### src/rtl/arp_binding_change_detector_top_assert.svh
// Assertion macros used by the ARP binding change detector top level.
// Each macro expects i_clk and i_rst_n in scope of the including module.
`ifndef ARP_BINDING_CHANGE_DETECTOR_TOP_ASSERT_SVH
`define ARP_BINDING_CHANGE_DETECTOR_TOP_ASSERT_SVH

// Same-cycle implication, disabled while reset is asserted.
`define ARPBCD_ASSERT_NOW(label, ante, cons, msg) \
    label: assert property (@(posedge i_clk) disable iff (!i_rst_n) (ante) |-> (cons)) \
        else $error(msg);

// Next-cycle implication, disabled while reset is asserted.
`define ARPBCD_ASSERT_NEXT(label, ante, cons, msg) \
    label: assert property (@(posedge i_clk) disable iff (!i_rst_n) (ante) |=> (cons)) \
        else $error(msg);

`endif

### src/rtl/arpbcd_pkg.sv
// Package for the ARP binding change detector: field widths, status codes,
// table entry and compare result types. No dependencies.
`default_nettype none

package arpbcd_pkg;

    localparam int IP_W     = 32;
    localparam int MAC_W    = 48;
    localparam int STAMP_W  = 32;
    localparam int WINDOW_W = 16;
    localparam int STATUS_W = 3;

    localparam logic [WINDOW_W-1:0] WINDOW_RESET = 16'd40;

    localparam logic [STATUS_W-1:0] ST_REFRESHED    = 3'd0;
    localparam logic [STATUS_W-1:0] ST_INSERTED     = 3'd1;
    localparam logic [STATUS_W-1:0] ST_REPLACED     = 3'd2;
    localparam logic [STATUS_W-1:0] ST_CHANGE_ALERT = 3'd3;
    localparam logic [STATUS_W-1:0] ST_FULL_RESET   = 3'd4;

    typedef struct packed {
        logic [IP_W-1:0]    ip;
        logic [MAC_W-1:0]   mac;
        logic [STAMP_W-1:0] stamp;
    } t_entry;

    typedef struct packed {
        logic valid;
        logic hit;
        logic same_mac;
        logic young;
    } t_match;

    function automatic logic status_alert(input logic [STATUS_W-1:0] status);
        return (status == ST_CHANGE_ALERT) || (status == ST_FULL_RESET);
    endfunction

endpackage

`default_nettype wire

### src/rtl/arpbcd_match.sv
// Shared compare unit: checks one stored entry against the sighting per cycle
// and registers IP hit, MAC equality and the 33-bit window test.
// Depends on arpbcd_pkg for entry and result types.
`default_nettype none

module arpbcd_match #(
    parameter int AW = 10
) (
    input  wire                               i_clk,
    input  wire                               i_rst_n,
    input  wire                               i_valid,
    input  wire [AW-1:0]                      i_idx,
    input  wire arpbcd_pkg::t_entry           i_entry,
    input  wire [arpbcd_pkg::IP_W-1:0]        i_ip,
    input  wire [arpbcd_pkg::MAC_W-1:0]       i_mac,
    input  wire [arpbcd_pkg::STAMP_W-1:0]     i_now,
    input  wire [arpbcd_pkg::WINDOW_W-1:0]    i_window,
    output arpbcd_pkg::t_match                o_match,
    output logic [AW-1:0]                     o_idx
);
    import arpbcd_pkg::*;

    localparam int SUM_W = STAMP_W + 1;

    logic             r_valid;
    logic             r_hit;
    logic             r_same_mac;
    logic             r_young;
    logic [AW-1:0]    r_idx;
    logic [SUM_W-1:0] deadline;

    // Unwrapped stamp + window, compared against now.
    assign deadline = {1'b0, i_entry.stamp} + {{(SUM_W-WINDOW_W){1'b0}}, i_window};

    always_ff @(posedge i_clk) begin
        if (!i_rst_n) begin
            r_valid <= 1'b0;
        end else begin
            r_valid <= i_valid;
        end
    end

    always_ff @(posedge i_clk) begin
        r_hit      <= (i_entry.ip == i_ip);
        r_same_mac <= (i_entry.mac == i_mac);
        r_young    <= (deadline > {1'b0, i_now});
        r_idx      <= i_idx;
    end

    assign o_match.valid    = r_valid;
    assign o_match.hit      = r_hit;
    assign o_match.same_mac = r_same_mac;
    assign o_match.young    = r_young;
    assign o_idx            = r_idx;

endmodule

`default_nettype wire

### config.mk
export PLATFORM = sky130hd
export DESIGN_NAME = arpbcd_match
export DESIGN_NICKNAME = d
export VERILOG_FILES = /design/src/rtl/arp_binding_change_detector_top_assert.svh /design/src/rtl/arpbcd_pkg.sv /design/src/rtl/arpbcd_match.sv
export SDC_FILE = /design/constraint.sdc
export NUM_CORES = 1
export LEC_CHECK = 0
export BUFFER_PORTS_ARGS = -buffer_cell sky130_fd_sc_hd__buf_4
export CORE_AREA = 3 3 103 105
export CTS_CLUSTER_DIAMETER = 80
export DETAILED_ROUTE_END_ITERATION = 10
export DIE_AREA = 0 0 106 108
export PLACE_DENSITY_LB_ADDON = 0.15
export SYNTH_ARGS = -nofsm -noshare
export SYNTH_HDL_FRONTEND = slang
export SYNTH_SLANG_ARGS = --single-unit
### constraint.sdc
create_clock -name i_clk -period 5.33 [get_ports i_clk]
set_input_delay 1.066 -clock i_clk [delete_from_list [all_inputs] [get_ports i_clk]]
set_output_delay 1.066 -clock i_clk [all_outputs]
set_load 0.005 [all_outputs]
==> summary by stage <==
Status
The run finished with clean final reports.

Yosys
The top flip-flop cell by instance count after synthesis is dfxtp_1. Counting flops with a built-in enable in the synthesized netlist gives 0. The fraction of the yosys area taken by sequential cells is 0.09069.

In this run the cell area of the synthesized design comes to 3090 sq um. The instance count of the mapped netlist is 384. Of the total synthesized cell area, the portion taken by XOR and XNOR cells is 0.3089. After synthesis, the share of flip-flops with an asynchronous set or reset is 0. The main combinational cell family by area after synthesis is XOR/XNOR gates. The share of synthesized area in the top cell type comes to 0.2636. The number of synthesized register bits is 14.

Of the total synthesized cell area, the portion taken by full adders, half adders and majority gates is 0.2008. The compound-cell area share of the yosys netlist is 0.1486. Yosys attributes the largest share of cell area to xor2_1, ha_1, dfxtp_1. The count of distinct cell types in the synthesized netlist is 46. The average instance in the mapped netlist occupies between 8 and 9 sq um. The number of nets in the synthesized netlist is slightly below 700. Of the total synthesized cell area, the portion taken by AND, OR, NAND and NOR gates is 0.1895.

For this run, the number of Yosys warnings is 0. The post-synthesis mux area share is 0.003239. Summed over all instances, the cell type with the most area after synthesis is xor2_1.

CTS
TritonCTS built the clock tree. Clock tree synthesis inserted a total of 3 buffers. After clock tree synthesis, the clock-pin slew on the worst setup and hold paths is 50 ps. The clock passes through at most 2 buffers. CTS saw 14 sinks.

The tree is rooted in a clkbuf_8. Once the clock tree was built, the setup fixing pass inserted 0 buffers. The hold-fix buffer count after cts is 0. Gates resized during post-CTS repair numbered 0. The CTS H-tree depth is 1.

Timing
The number of hold-slack violations in the final timing report is 0. The final number of setup-violating endpoints is 0. The final max-slew violation count was 0. The fraction of the cycle the final worst path needs is 0.8078. For the pin with the worst max-slew slack, the measured transition is between 400 and 500 ps.

The routed design could run at a clock period as short as around 4300 ps. The final setup TNS is 0 ps. Static timing analysis puts the maximum clock frequency at 232.3 MHz. Setup repair after global routing left no endpoint under its margin. The worst pin sits at a relative slew slack of 0.7270.

GRT
The number of antenna violations at the first check in global routing was 0. Entering global routing, the biggest net connects 9 pins. The global-route wire length before repair is 16740 um.

The total overflow reported by the global router is 0. The number of global-route vias before repair is 3648. In the global route stage, overall resource usage came out at 0.1826.

Setup path
Tracing the worst setup path back leads to its startpoint at i_entry[0]. The critical path startpoint category is an input pin. The worst setup path is captured at a register. The signal on the critical path passes through buf_4 > ha_1 > inv_1 > fa_1 > and2b_1 > o211ai_2 > a31oi_4 > a21bo_4 > o21ai_4 > nor3_1 > xor2_1 > ha_1 > a21o_1 > a21o_1 > a211oi_1 > o21bai_1 > a21oi_1 > nand4_1 > a32o_1. The slowest stage of the critical path is the fa_1 cell. The top fanout value on the critical path is 7.

The largest single stage delay on the critical path is 380 ps. The critical path data arrival time is between 4000 and 5000 ps. The classification of the worst setup path is input pin to register. The cell type group with the largest total delay on the critical path is compound AO/OA/AOI/OAI gates. At the worst endpoint, the required time is roughly 5500 ps. The buffer and inverter count on the worst path is 2.

Routing
In the routed layout, each cell is associated on average with a via count of 4.630. The number of detailed-routing iterations run before antenna repair is 4. The number of antenna-violating nets in the routed design is 0. After the first detailed-routing iteration, the DRC count stood at 109. The average wire per cell in the routed design is 14.75 um. The DRC violation count after routing is 0.

The final route contains 3621 vias. The final routed wirelength across all metal layers is 11530 um.

Final layout
The area of combinational cells with multiple inputs is 2630 sq um. The number of inserted filler cells in the final layout is 936. At the end of the flow the core is filled with cells to 0.5412. The antenna diode count is 0.

The sequential cell area in the final layout is 280.3 sq um. The most frequent standard cell in the layout excluding fill and tap cells is buf_4. The final layout contains 953 nets. Relative to the synthesized area, the layout overhead comes to 70.36%. Leaving out fill and tap cells, the most frequent cells in the layout are buf_4, xor2_1, ha_1. The fraction of layout cells with a size suffix above 1 is 0.4345.

Power and ir drop
For this design the static power due to leakage is between 2 and 3 nW. Across the VDD grid, the largest voltage drop is 0.06097 mV. Dividing total power by cell area gives a power density of roughly 120 nW/um^2.

Floorplanning
The number of top-level pins is approximately 270. Measured along the y axis, the die boundary spans roughly 110 um. The width of the die is approximately 110 um.

For this configuration, the core starts out at a cell density of 0.3176. The core area is roughly 9700 sq um. Row generation in the floorplan step produced 36 rows. The die footprint is 11450 sq um.

Hold path
The min-delay analysis places its worst path in the category input pin to register. The startpoint identified for the worst hold timing path is i_idx[0].

Placement
Input and output buffers added on the ports amount to 266. Summed over all nets, the half-perimeter wirelength after detailed placement is about 11000 um. At the end of routability-driven placement, the weighted congestion stood at ~0.8.

Run
The number of max-cap violations is 0.
power breakdown:
| part | leakage (nW) | switching, W | internal [W] |
|---|---|---|---|
| Sequential | 0.117 | 0.00000160 | 0.000110 |
| Combinational | 2.62 | 0.000182 | 0.000243 |
| Clock | 0.0216 | 0.0000324 | 0.0000498 |
| Total | 2.75 | 0.000216 | 0.000403 |
flip-flops by register name (all words and copies together), names as in the netlist:
register / count
r_same_mac: 1
o_idx: 10
r_young: 1
r_valid: 1
r_hit: 1
routing by layer:
metal / wire length (um) / vias to the layer above / global-route usage
li1: - / 1877 / -
met4: 85 / 0 / 0.01850
met5: 0 / - / 0
met3: 1031 / 4 / 0.05075
met1: 4413 / 1598 / 0.2134
met2: 6004 / 142 / 0.3438
cell usage after synthesis, types with 3 or more instances:
| cell | count |
|---|---|
| nand4_1 | 12 |
| and2_1 | 3 |
| o21ai_0 | 7 |
| o21ai_1 | 3 |
| a21o_1 | 6 |
| nand3_1 | 8 |
| dfxtp_1 | 14 |
| xor2_1 | 93 |
| nor2b_1 | 3 |
| xnor2_1 | 16 |
| nand2_1 | 19 |
| ha_1 | 48 |
| nand2b_1 | 3 |
| nor2_1 | 15 |
| buf_4 | 4 |
| inv_1 | 40 |
| nor3_1 | 3 |
| and3_1 | 4 |
| a211oi_1 | 4 |
| a21oi_1 | 23 |
| nor4_1 | 23 |
logic make-up after synthesis:
group,Yosys count
buf+inv,44
compound gates,63
flops,14
xor+xnor,109
mux,1
fa+ha+maj,49
simple gates,104
layout make-up:
cell class                      instances  share of cell area
Inverter                               40             0.02852
Multi-Input combinational cell        326              0.4995
Sequential cell                        14             0.05323
Tap cell                              133             0.03161
Clock buffer                            3            0.007842
Timing Repair Buffer                  266              0.3793
path summary, 6_finish.rpt:
check | end | slack (ps) | depth (start not counted)
max | r_young | 1020 | 19
min | o_idx[0] | 930 | 1
metrics by stage:
| stage | cells | setup WS [ps] | area, sq um | hold slack (ps) | total power, W |
|---|---|---|---|---|---|
| after floorplan | 384 | 1128 | 3090 | 1094 | 0.0003301 |
| after global placement | 779 | 822.4 | 5224 | 1171 | 0.0005334 |
| after detailed placement | 779 | 763.3 | 5224 | 1172 | 0.0005407 |
| after CTS | 782 | 981.0 | 5265 | 926.4 | 0.0006259 |
| after global routing | 782 | 753.8 | 5265 | 919.8 | 0.0006796 |
| final | 782 | 1024 | 5265 | 930.9 | 0.0006193 |
No activity file was read; power rests on OpenSTA's default activity.
